File: config.mk
export PLATFORM = sky130hd
export DESIGN_NAME = texture_mip_chain_layout_unit
export DESIGN_NICKNAME = d
export VERILOG_FILES = /design/src/sv/tmcl_pkg.sv /design/src/sv/tmcl_mul.sv /design/src/sv/texture_mip_chain_layout_unit.sv
export VERILOG_INCLUDE_DIRS = /design/src /design/src/sv
export SDC_FILE = /design/constraint.sdc
export NUM_CORES = 2
export LEC_CHECK = 0
export BUFFER_PORTS_ARGS = -buffer_cell sky130_fd_sc_hd__buf_2
export CAP_MARGIN = 20
export CORE_MARGIN = 4
export CORE_UTILIZATION = 60
export DETAILED_ROUTE_END_ITERATION = 16
export GPL_TIMING_DRIVEN = 0
export PLACE_DENSITY = 0.8
export RECOVER_POWER = 25
export SLEW_MARGIN = 20
export SYNTH_ARGS = -nofsm -noshare
export SYNTH_HDL_FRONTEND = slang
export SYNTH_HIERARCHICAL = 1
export SYNTH_SLANG_ARGS = --single-unit
File: constraint.sdc
create_clock -name clk -period 15.84 [get_ports clk]
set_input_delay 0 -clock clk [delete_from_list [all_inputs] [get_ports clk]]
set_output_delay 0 -clock clk [all_outputs]
set_load 0.01 [all_outputs]
File: src/sv/assert_macros.svh
// assertion macros used by texture_mip_chain_layout_unit
// no dependencies; expects clk and rst_n in the including scope
`ifndef ASSERT_MACROS_SVH
`define ASSERT_MACROS_SVH

// checked on every clock edge outside reset
`define TMCL_ASSERT(lbl, prop, msg) \
    lbl: assert property (@(posedge clk) disable iff (!rst_n) prop) else $error(msg);

// checked on every clock edge, reset included
`define TMCL_ASSERT_ALWAYS(lbl, prop, msg) \
    lbl: assert property (@(posedge clk) prop) else $error(msg);

`endif

File: src/sv/tmcl_pkg.sv
// types, constants and format tables for the mip chain layout unit
// no dependencies
package tmcl_pkg;

    localparam int DIM_W   = 15;
    localparam int LAYER_W = 12;
    localparam int BYTES_W = 60;
    localparam int LVL_W   = 4;
    localparam int CNT_W   = 5;
    localparam int BPB_W   = 5;
    localparam int MUL_W   = 32;
    localparam int PROD_W  = 64;
    localparam int OFF_W   = 62;

    localparam logic [5:0] NUM_FORMATS  = 6'd35;
    localparam logic [5:0] FMT_BC_FIRST = 6'd27;
    localparam logic [5:0] FMT_BC_LAST  = 6'd32;

    typedef logic [DIM_W-1:0] dim_t;

    // bytes per block, zero for unknown codes
    function automatic logic [BPB_W-1:0] fmt_bytes(input logic [5:0] fmt);
        logic [BPB_W-1:0] b;
        unique case (fmt)
            6'd0, 6'd3:                                   b = 5'd1;
            6'd1, 6'd4, 6'd6, 6'd14, 6'd18:               b = 5'd2;
            6'd2, 6'd5, 6'd7, 6'd10, 6'd15, 6'd19, 6'd22,
            6'd26, 6'd34:                                 b = 5'd4;
            6'd8, 6'd16, 6'd20:                           b = 5'd6;
            6'd9, 6'd11, 6'd17, 6'd21, 6'd23, 6'd33:      b = 5'd8;
            6'd12, 6'd24:                                 b = 5'd12;
            6'd13, 6'd25, 6'd27, 6'd28, 6'd29, 6'd30,
            6'd31, 6'd32:                                 b = 5'd16;
            default:                                      b = 5'd0;
        endcase
        return b;
    endfunction

    // floor(log2(mx)) + 1, one level for a zero maximum
    function automatic logic [CNT_W-1:0] level_count(input dim_t mx);
        logic [CNT_W-1:0] n;
        n = 5'd1;
        for (int i = 0; i < DIM_W; i++) begin
            if (mx[i]) begin
                n = CNT_W'(i + 1);
            end
        end
        return n;
    endfunction

endpackage

File: src/sv/tmcl_mul.sv
// shared 32x32 multiplier with a registered product
// depends on tmcl_pkg
module tmcl_mul
    import tmcl_pkg::*;
(
    input  logic              clk,
    input  logic [MUL_W-1:0]  op_a,
    input  logic [MUL_W-1:0]  op_b,
    output logic [PROD_W-1:0] prod
);

    logic [PROD_W-1:0] prod_reg;
    logic [PROD_W-1:0] prod_next;

    assign prod_next = PROD_W'(op_a) * PROD_W'(op_b);

    always_ff @(posedge clk)
    begin
        prod_reg <= prod_next;
    end

    assign prod = prod_reg;

endmodule

File: src/sv/texture_mip_chain_layout_unit.sv
// mip chain layout: one descriptor in, one record per mip level out
// depends on tmcl_pkg, tmcl_mul and assert_macros.svh
//
// Usage:
//   desc channel (desc_valid/desc_ready) takes one texture descriptor:
//   format, width, height, depth, layer_count, buffer_bytes.
//   rec channel (rec_valid/rec_ready) returns one record per mip level, in
//   level order, with last_level set on the final record of the run.
//   Each level goes through a small sequencer that reuses one 32x32
//   multiplier five times (block area, depth times block bytes, layer size,
//   block bytes times depth and layers, level span), then one add and compare
//   for the offset, then the load of the output register. A descriptor yields
//   at most MAX_LEVELS records. desc_ready is high only while no descriptor
//   is in work; the last record may still wait in the output register when
//   the next descriptor is taken.
//   If the receiver stalls, the finished record holds in the output
//   register and the sequencer waits at its emit step until it is taken.
//   Reset (rst_n low, asynchronous) drops any run in progress and any
//   pending record and returns the block to idle.
`include "assert_macros.svh"

module texture_mip_chain_layout_unit
    import tmcl_pkg::*;
#(
    parameter int MAX_LEVELS = 15
)
(
    input  logic               clk,
    input  logic               rst_n,
    input  logic               desc_valid,
    output logic               desc_ready,
    input  logic [5:0]         format,
    input  logic [DIM_W-1:0]   width,
    input  logic [DIM_W-1:0]   height,
    input  logic [DIM_W-1:0]   depth,
    input  logic [LAYER_W-1:0] layer_count,
    input  logic [BYTES_W-1:0] buffer_bytes,
    output logic               rec_valid,
    input  logic               rec_ready,
    output logic [LVL_W-1:0]   mip_level,
    output logic [BYTES_W-1:0] byte_offset,
    output logic [DIM_W-1:0]   level_width,
    output logic [DIM_W-1:0]   level_height,
    output logic [DIM_W-1:0]   level_depth,
    output logic [BYTES_W-1:0] level_bytes,
    output logic               bad_format,
    output logic               last_level
);

    localparam logic [CNT_W-1:0] LVL_CAP = CNT_W'(MAX_LEVELS);

    typedef enum logic [2:0] {
        ST_IDLE,
        ST_M1,
        ST_M2,
        ST_M3,
        ST_M4,
        ST_M5,
        ST_ADD,
        ST_EMIT
    } state_t;

    state_t               state_reg;
    dim_t                 w_reg;
    dim_t                 h_reg;
    dim_t                 d_reg;
    logic [LAYER_W-1:0]   layers_reg;
    logic [BYTES_W-1:0]   buf_reg;
    logic [BPB_W-1:0]     bpb_reg;
    logic                 blk_reg;
    logic                 bad_reg;
    logic [CNT_W-1:0]     levels_reg;
    logic [LVL_W-1:0]     lvl_reg;
    logic [OFF_W-1:0]     off_reg;
    logic [OFF_W-1:0]     acc_reg;
    logic                 stop_reg;
    logic [2*DIM_W-1:0]   area_reg;
    logic [DIM_W+BPB_W-1:0] t_reg;
    logic [BYTES_W-1:0]   sz_reg;

    logic                 rec_valid_reg;
    logic [LVL_W-1:0]     mip_level_reg;
    logic [BYTES_W-1:0]   byte_offset_reg;
    dim_t                 level_width_reg;
    dim_t                 level_height_reg;
    dim_t                 level_depth_reg;
    logic [BYTES_W-1:0]   level_bytes_reg;
    logic                 bad_format_reg;
    logic                 last_level_reg;

    dim_t                 mx;
    logic [CNT_W-1:0]     nat_levels;
    dim_t                 bx;
    dim_t                 by;
    dim_t                 dd;
    logic [MUL_W-1:0]     op_a;
    logic [MUL_W-1:0]     op_b;
    logic [PROD_W-1:0]    prod;
    logic [OFF_W-1:0]     acc_next;
    logic                 stop_next;
    logic                 out_free;

    tmcl_mul u_mul (
        .clk  (clk),
        .op_a (op_a),
        .op_b (op_b),
        .prod (prod)
    );

    always_comb
    begin
        mx = width;
        if (height > mx) begin
            mx = height;
        end
        if (depth > mx) begin
            mx = depth;
        end
        nat_levels = level_count(mx);
    end

    // block counts round up for the 4x4 compressed formats
    assign bx = blk_reg ? DIM_W'((16'(w_reg) + 16'd3) >> 2) : w_reg;
    assign by = blk_reg ? DIM_W'((16'(h_reg) + 16'd3) >> 2) : h_reg;
    assign dd = (d_reg == '0) ? DIM_W'(1) : d_reg;

    // operand select; the M3 and M5 steps take as an operand the product issued by the step before
    always_comb
    begin
        unique case (state_reg)
            ST_M1:
            begin
                op_a = MUL_W'(bx);
                op_b = MUL_W'(by);
            end
            ST_M2:
            begin
                op_a = MUL_W'(dd);
                op_b = MUL_W'(bpb_reg);
            end
            ST_M3:
            begin
                op_a = MUL_W'(area_reg);
                op_b = MUL_W'(prod[DIM_W+BPB_W-1:0]);
            end
            ST_M4:
            begin
                op_a = MUL_W'(t_reg);
                op_b = MUL_W'(layers_reg);
            end
            ST_M5:
            begin
                op_a = MUL_W'(area_reg);
                op_b = prod[MUL_W-1:0];
            end
            default:
            begin
                op_a = '0;
                op_b = '0;
            end
        endcase
    end

    assign acc_next  = off_reg + prod[OFF_W-1:0];
    assign stop_next = (acc_next >= OFF_W'(buf_reg))
                     || ((CNT_W'(lvl_reg) + 5'd1) >= levels_reg);
    assign out_free  = !rec_valid_reg || rec_ready;

    always_ff @(posedge clk or negedge rst_n)
    begin
        if (!rst_n) begin
            state_reg     <= ST_IDLE;
            rec_valid_reg <= 1'b0;
        end else begin
            // the emit step reloads the output register itself
            if (rec_valid_reg && rec_ready && (state_reg != ST_EMIT)) begin
                rec_valid_reg <= 1'b0;
            end
            unique case (state_reg)
                ST_IDLE:
                begin
                    if (desc_valid) begin
                        w_reg      <= width;
                        h_reg      <= height;
                        d_reg      <= depth;
                        layers_reg <= layer_count;
                        buf_reg    <= buffer_bytes;
                        bpb_reg    <= fmt_bytes(format);
                        blk_reg    <= (format >= FMT_BC_FIRST) && (format <= FMT_BC_LAST);
                        bad_reg    <= (format >= NUM_FORMATS);
                        levels_reg <= (nat_levels > LVL_CAP) ? LVL_CAP : nat_levels;
                        lvl_reg    <= '0;
                        off_reg    <= '0;
                        state_reg  <= ST_M1;
                    end
                end
                ST_M1:
                begin
                    state_reg <= ST_M2;
                end
                ST_M2:
                begin
                    area_reg  <= prod[2*DIM_W-1:0];
                    state_reg <= ST_M3;
                end
                ST_M3:
                begin
                    t_reg     <= prod[DIM_W+BPB_W-1:0];
                    state_reg <= ST_M4;
                end
                ST_M4:
                begin
                    sz_reg    <= prod[BYTES_W-1:0];
                    state_reg <= ST_M5;
                end
                ST_M5:
                begin
                    state_reg <= ST_ADD;
                end
                ST_ADD:
                begin
                    acc_reg   <= acc_next;
                    stop_reg  <= stop_next;
                    state_reg <= ST_EMIT;
                end
                ST_EMIT:
                begin
                    if (out_free) begin
                        rec_valid_reg    <= 1'b1;
                        mip_level_reg    <= lvl_reg;
                        byte_offset_reg  <= off_reg[BYTES_W-1:0];
                        level_width_reg  <= w_reg;
                        level_height_reg <= h_reg;
                        level_depth_reg  <= d_reg;
                        level_bytes_reg  <= sz_reg;
                        bad_format_reg   <= bad_reg;
                        last_level_reg   <= stop_reg;
                        off_reg          <= acc_reg;
                        lvl_reg          <= lvl_reg + 4'd1;
                        // halve each dimension, never below one
                        w_reg <= (w_reg[DIM_W-1:1] == '0) ? DIM_W'(1) : (w_reg >> 1);
                        h_reg <= (h_reg[DIM_W-1:1] == '0) ? DIM_W'(1) : (h_reg >> 1);
                        d_reg <= (d_reg[DIM_W-1:1] == '0) ? DIM_W'(1) : (d_reg >> 1);
                        state_reg <= stop_reg ? ST_IDLE : ST_M1;
                    end
                end
                default:
                begin
                    state_reg <= ST_IDLE;
                end
            endcase
        end
    end

    assign desc_ready   = (state_reg == ST_IDLE);
    assign rec_valid    = rec_valid_reg;
    assign mip_level    = mip_level_reg;
    assign byte_offset  = byte_offset_reg;
    assign level_width  = level_width_reg;
    assign level_height = level_height_reg;
    assign level_depth  = level_depth_reg;
    assign level_bytes  = level_bytes_reg;
    assign bad_format   = bad_format_reg;
    assign last_level   = last_level_reg;

    `TMCL_ASSERT(a_busy_after_accept, desc_valid && desc_ready |=> !desc_ready, "descriptor accepted while busy")
    `TMCL_ASSERT(a_bad_zero_bytes, rec_valid && bad_format |-> level_bytes == '0, "invalid format with nonzero size")
    `TMCL_ASSERT(a_base_offset_zero, rec_valid && mip_level == '0 |-> byte_offset == '0, "base level offset not zero")
    `TMCL_ASSERT_ALWAYS(a_no_rec_in_reset, !rst_n |=> !rec_valid, "record valid during reset")

endmodule

* After elaboration in Yosys (flattened, before gate mapping)
Memory sizes are Yosys's and may differ from the RTL's. A register that Yosys moved wholly into a read port is not among the register bits.
Index checks and enable logic that the tools add are counted.
** Cells by class
- Add/subtract/negate cells :: 5
- Multiply operators :: 1
- Div/mod/pow operators :: 0
- Magnitude comparators :: 8
- Equality and inequality tests :: 10
- Shift operators :: 0
- Muxes and demuxes :: 46
- Bitwise operators :: 0
- Reductions and logical operators :: 21
** Operators by type and width (number)
- two-way mux 15 bit :: 11
- one-hot mux 32 bit (5 select lines) :: 1
- two-way mux 62 bit :: 2
- one-hot mux 62 bit (2 select lines) :: 1
- one-hot mux 30 bit (4 select lines) :: 1
- one-hot mux 15 bit (2 select lines) :: 3
- adder 62 bit :: 1
- greater-or-equal comparator 62 x 60 -> 1 bit :: 1
- multiplier 30 x 32 -> 62 bit :: 1
- two-way mux 5 bit :: 9
- logical NOT 14 bit :: 3
- two-way mux 14 bit :: 3
- adder 15 x 2 -> 16 bit (second input constant) :: 2
- > comparator 15 bit :: 2
- one-hot mux 3 bit (8 select lines) :: 1
- logical NOT 15 bit :: 1
- two-way mux 3 bit :: 5
- == test 3 bit (second input constant) :: 4
- AND reduction 2 bit :: 5
- two-way mux 4 bit :: 2
- one-hot mux 4 bit (2 select lines) :: 1
- == test 3 x 2 -> 1 bit (second input constant) :: 2
- greater-or-equal comparator 6 x 5 -> 1 bit (second input constant) :: 1
- greater-or-equal comparator 6 bit (second input constant) :: 1
- 18 further kinds :: 27
** Word-level totals
- Bits in registers :: 600
- Bits in latches :: 0
- Memory bits (writable) :: 0
- ROM bits :: 320
- Input bits :: 127
- Output and inout port bits :: 173
- Word-level logic and storage cells :: 118
- Memories :: 1
** Memories
- (no name shown) :: depth 64, bits a word 5, rd ports 1, clocked after memory_dff 1, wr ports 0, RTL line tmcl_pkg.sv:24 : unique case (fmt)

* Logic depth before layout (Yosys ltp)
- Word-level depth :: 19
- Gate-level depth with buffers :: 39
- Depth with buffers taken out :: 37

* Modules after synthesis
The synthesis kept the hierarchy.
** By module, submodules not included
- tmcl_mul :: times used 1, cells each 3749, area each 34534.4 sq um, seq. area each 1281.2 sq um
- texture_mip_chain_layout_unit :: times used 1, cells each 2077, area each 26021.2 sq um, seq. area each 16255.6 sq um

* Least setup slack after synthesis
OpenSTA, ideal clock, no wires.
- Path kind :: reg-to-reg
- Start point :: register state_reg[2]
- End point :: register d_reg[0], enable pin
- Setup time :: 618 ps
- Data arrival time :: 10764 ps
- Data required time :: 15222 ps
- Setup slack :: 4459 ps
- Stages on the path, launching flop included :: 7
- Path buffers :: 1
- Period minus slack after synthesis :: 11381 ps
- Cell sequence :: dfrtp_1 > clkbuf_1 > clkinv_1 > nor2_1 > and3_1 > a21oi_1 > a21oi_1
** On the way
- Word-level cells in the longest chain between the ends :: 3
- Elaborated cells between the ends (all ways) :: 6
- Classes of those cells :: 3 x eq/ne; 3 x reduce/logical
** Ends and longest elaborated chain
- from (decl) :: RTL line texture_mip_chain_layout_unit.sv:63 : state_t state_reg;
- from (signal assigned) :: RTL line texture_mip_chain_layout_unit.sv:244 : state_reg <= stop_reg ? ST_IDLE : ST_M1;
- == test 3 bit / logical NOT 3 bit (equally long branches) :: RTL line texture_mip_chain_layout_unit.sv:179 : unique case (state_reg)
- inequality test 2 bit (no source line) / nonzero test 2 bit (equally long branches)
- AND reduction 4 bit (no source line) *
- to (signal assigned) :: RTL line texture_mip_chain_layout_unit.sv:185 : d_reg <= depth;
- to (signal assigned) :: RTL line texture_mip_chain_layout_unit.sv:243 : d_reg <= (d_reg[DIM_W-1:1] == '0) ? DIM_W'(1) : (d_reg >> 1);
- to (decl) :: RTL line texture_mip_chain_layout_unit.sv:66 : dim_t d_reg;
Mark *: on every way between the ends. The rest lies on a longest branch, timed or not.
A chain may end at the register's enable or synchronous reset.

* Worst setup path in the final report
- Start point :: register state_reg[2]
- End point :: register u_mul.prod_reg[52] (netlist: u_mul/prod[52])
** On the way
- Elaborated cells between the ends (all ways) :: 9
- Classes of those cells :: 1 x mul; 5 x eq/ne; 2 x mux; 1 x reduce/logical
** RTL lines
- == test 3 bit (tied with other cells) :: RTL line texture_mip_chain_layout_unit.sv:130 : unique case (state_reg)
- one-hot mux 32 bit (5 select lines) * :: RTL line texture_mip_chain_layout_unit.sv:130
- net op_b[12] :: RTL line texture_mip_chain_layout_unit.sv:97 : logic [MUL_W-1:0] op_b;
- multiplier 30 x 32 -> 62 bit * :: RTL line tmcl_mul.sv:15 : assign prod_next = PROD_W'(op_a) * PROD_W'(op_b);
- net u_mul.prod_next[52] :: RTL line tmcl_mul.sv:13 : logic [PROD_W-1:0] prod_next;
- to (signal assigned) :: RTL line tmcl_mul.sv:19 : prod_reg <= prod_next;
- to (decl) :: RTL line tmcl_mul.sv:12 : logic [PROD_W-1:0] prod_reg;
Mark *: on every way through the listed nets, which the timed path passes. The rest lies on a longest branch.

==> metrics.md <==
| Metric | Value |
|---|---|
| Outcome | finished, final reports clean |
| Largest fanout of any net on the critical path | 10 |
| Max Root-Sink Buffers | 3 |
| Register share of total power | between 10% and 20% |
| Number of setup violations in the final report | 0 |
| Critical Path End Type | register |
| Count of nets left with antenna violations after detail routing | 0 |
| Hold/Removal Path Class | input port to register |
| Unrepaired setup endpoints after global routing | no |
| First-iteration detailed-routing DRC count | 5,383 |
| Vias | around 47,000 |
| Maximum cell stage delay along the critical path | ~0.8 ns |
| Launching element type of the critical path | register |
| Vertical extent of the die | around 320 um |
| Worst path bufs/invs | 8 |
| Mapped Area | 60,200 um^2 |
| Switching power as a share of total power | 54.2% |
| Sum Neg Setup Slack | 0 ns |
| Via count of the first global-routing pass | between 40,000 and 50,000 |
| Post-detail-place hpwl | about 160,000 um |
| Clock latency at the later pin of the worst-skew pair | between 0.6 and 0.7 ns |
| CTS Root Buffer Type | sky130_fd_sc_hd__clkbuf_16 |
| Highest clock frequency the design can meet | 85.5 MHz |
| Slew at the pin with the worst max-slew slack | 1.26 ns |
| Die outline area | ~110,000 um^2 |
| Slowest library cell on the worst path | sky130_fd_sc_hd__fa_1 |
| Number of DRC violations after detailed routing | 0 |
| Least setup slack across all paths after layout | slightly above 4 ns |
| Leakage power | 30.5 nW |
| Worst-case setup slack after placement | roughly 4.6 ns |
| Clk sink count | roughly 600 |
| Placeable core region | between 90,000 and 100,000 um^2 |
| Antenna violations before repair | 19 |
| Relative slew slack | 15.5% |
| Port bufs | between 200 and 300 |
| Total power after layout | 13.4 mW |
| Clock tree from TritonCTS | done |
| Iteration count of the initial detailed-routing pass | 6 |
| Level count of the clock H-tree | 2 |
| Yosys warning count | 6 |
| Largest net degree at the start of global routing | 60 |
| Data arrival time of the critical path | between 10 and 15 ns |
| Synthesized area per cell | 10.4 um^2 |
| Internal power summed over all cells | around 6 mW |
| Fin Clk Skew | roughly 0.042 ns |
| Global-route wire length before repair | 304,000 um |
| Total net switching power | ~7.3 mW |
| Post-Syn Instances | between 5,000 and 6,000 |
| Final core utilization | 67.6% |
| Largest delay share family, worst path | adder cells |
| Total I/O pin count | 300 |
| Clk network pwr share | a little over a tenth |
| Cell seen most often among critical-path stages | sky130_fd_sc_hd__fa_1 |
| TritonCTS Buffers | 55 |
| Pwr/cell area | 200 nW/um^2 |
| Final critical-path required period | roughly 12 ns |
| Combinational Power Share | a little under three quarters |
| Fraction of final layout cells with drive strength greater than 1 | between 6 and 7% |
| Worst path required time | 16.37 ns |
| Count of maximum capacitance violations | 0 |
| Final hold violation count | 0 |
| Number of nets in the layout | 7,738 |
| Global route total overflow | 0 |
| Initial cell density of the core | 60.9% |
| Wirelength, routed | approximately 200,000 um |
| Crit share post-route | between 70% and 80% |
| Area growth, synth to finish | 11.1% |
| Placement row count | 115 |
| Width of the die | ~320 um |
| Routability-driven placement congestion ratio | 1.08 |
| Class of the most critical setup path | register to register |
| Drt via density | slightly above 6 |
| Max rail drop VDD | around 0.38 mV |
| Clock transition time at the flip-flop clock pins of the worst setup and hold paths | approximately 0.080 ns |
| Total count of max-transition violations in the final report | 0 |
| Smallest hold slack | between 0.06 and 0.07 ns |
| Combined global-route utilization of all metal layers | 38.6% |
| Routed len/inst | roughly 26 um |
-- metrics by stage --
stage               cells  cell area [um^2]
global route         7631             66900
global placement     7381             63400
CTS                  7626             66900
detailed placement   7394             63700
finish               7645             67000
floorplan            5797             60300
-- cell type report --
class / instances / area [um^2]
buffer: 298 / 1150
sequential: 604 / 17500
multi-input combinational: 3903 / 37900
timing repair buffer: 441 / 3110
fill: 7380 / 32000
clock inverter: 36 / 408
tap: 1287 / 1610
antenna: 17 / 42.5
inverter: 992 / 3720
clock buffer: 67 / 1470
-- worst reg2reg max path: cells and delay by family, from the launching register on --
| family | cells | cell delay (ns) |
|---|---|---|
| buffers and inverters | 8 | 2.53 |
| DFF | 1 | 0.41 |
| and+or+nand+nor | 7 | 2.33 |
| xor gates and xnor gates | 1 | 0.29 |
| AOI/OAI and AO/OA | 5 | 1.33 |
| adders and majority gates | 9 | 4.70 |
-- timing repair --
item | CTS | global route
resized for setup | 0 | 0
setup buffers | 0 | 0
setup endpoints to repair | 0 | 0
endpoints found under the hold margin | 141 | 0
hold buffers | 129 | 0
-- cells in the final DEF (no fill, tap or decap), types with 34 or more instances in the layout --
cell and n:
sky130_fd_sc_hd__clkbuf_16 56, sky130_fd_sc_hd__dfxtp_1 62, sky130_fd_sc_hd__fa_1 896, sky130_fd_sc_hd__nand2_1 661, sky130_fd_sc_hd__nor2_1 135, sky130_fd_sc_hd__ha_1 420
sky130_fd_sc_hd__nor3_1 34, sky130_fd_sc_hd__mux2i_1 40, sky130_fd_sc_hd__xor2_1 57, sky130_fd_sc_hd__a21o_1 81, sky130_fd_sc_hd__nand4_1 54, sky130_fd_sc_hd__clkbuf_1 294
sky130_fd_sc_hd__inv_1 989, sky130_fd_sc_hd__nand3_1 52, sky130_fd_sc_hd__xnor2_1 71, sky130_fd_sc_hd__buf_2 298, sky130_fd_sc_hd__o21ai_0 137, sky130_fd_sc_hd__a21oi_1 199
sky130_fd_sc_hd__dlygate4sd3_1 129, sky130_fd_sc_hd__edfxtp_1 538, sky130_fd_sc_hd__and2_1 681
-- per-layer routing --
metal	GRT usage, %	up-vias	part of all wire (%)
met1	49.6	23200	35
li1	-	19500	-
met5	0	-	0.040
met4	21.3	12	7.3
met2	58.2	3493	44
met3	13.0	815	14
-- worst paths after layout --
kind | startpoint | endpoint | slack, ns | cells after the start
worst max-delay path | state_reg[2] | u_mul/prod[52] | 4.15 | 30
min in group asynchronous | rst_n | state_reg[2] | 0.77 | 3
worst max register to register | state_reg[2] | u_mul/prod[52] | 4.15 | 30
worst min-delay path | buffer_bytes[8] | buf_reg[8] | 0.07 | 2
max in group asynchronous | rst_n | state_reg[0] | 14.79 | 3
worst min register to register | sz_reg[37] | level_bytes[37] | 0.40 | 0
-- power groups by stage --
| stage | Sequential, mW | Clock, mW | Combinational (mW) |
|---|---|---|---|
| after floorplan | 2.26 | 0 | 5.93 |
| after global placement | 2.42 | 0 | 8.81 |
| after detailed placement | 2.39 | 0 | 9.03 |
| after CTS | 2.36 | 1.41 | 9.20 |
| after global routing | 2.38 | 1.48 | 10.3 |
| final | 2.38 | 1.41 | 9.59 |
No activity file was read; power rests on OpenSTA's default activity.
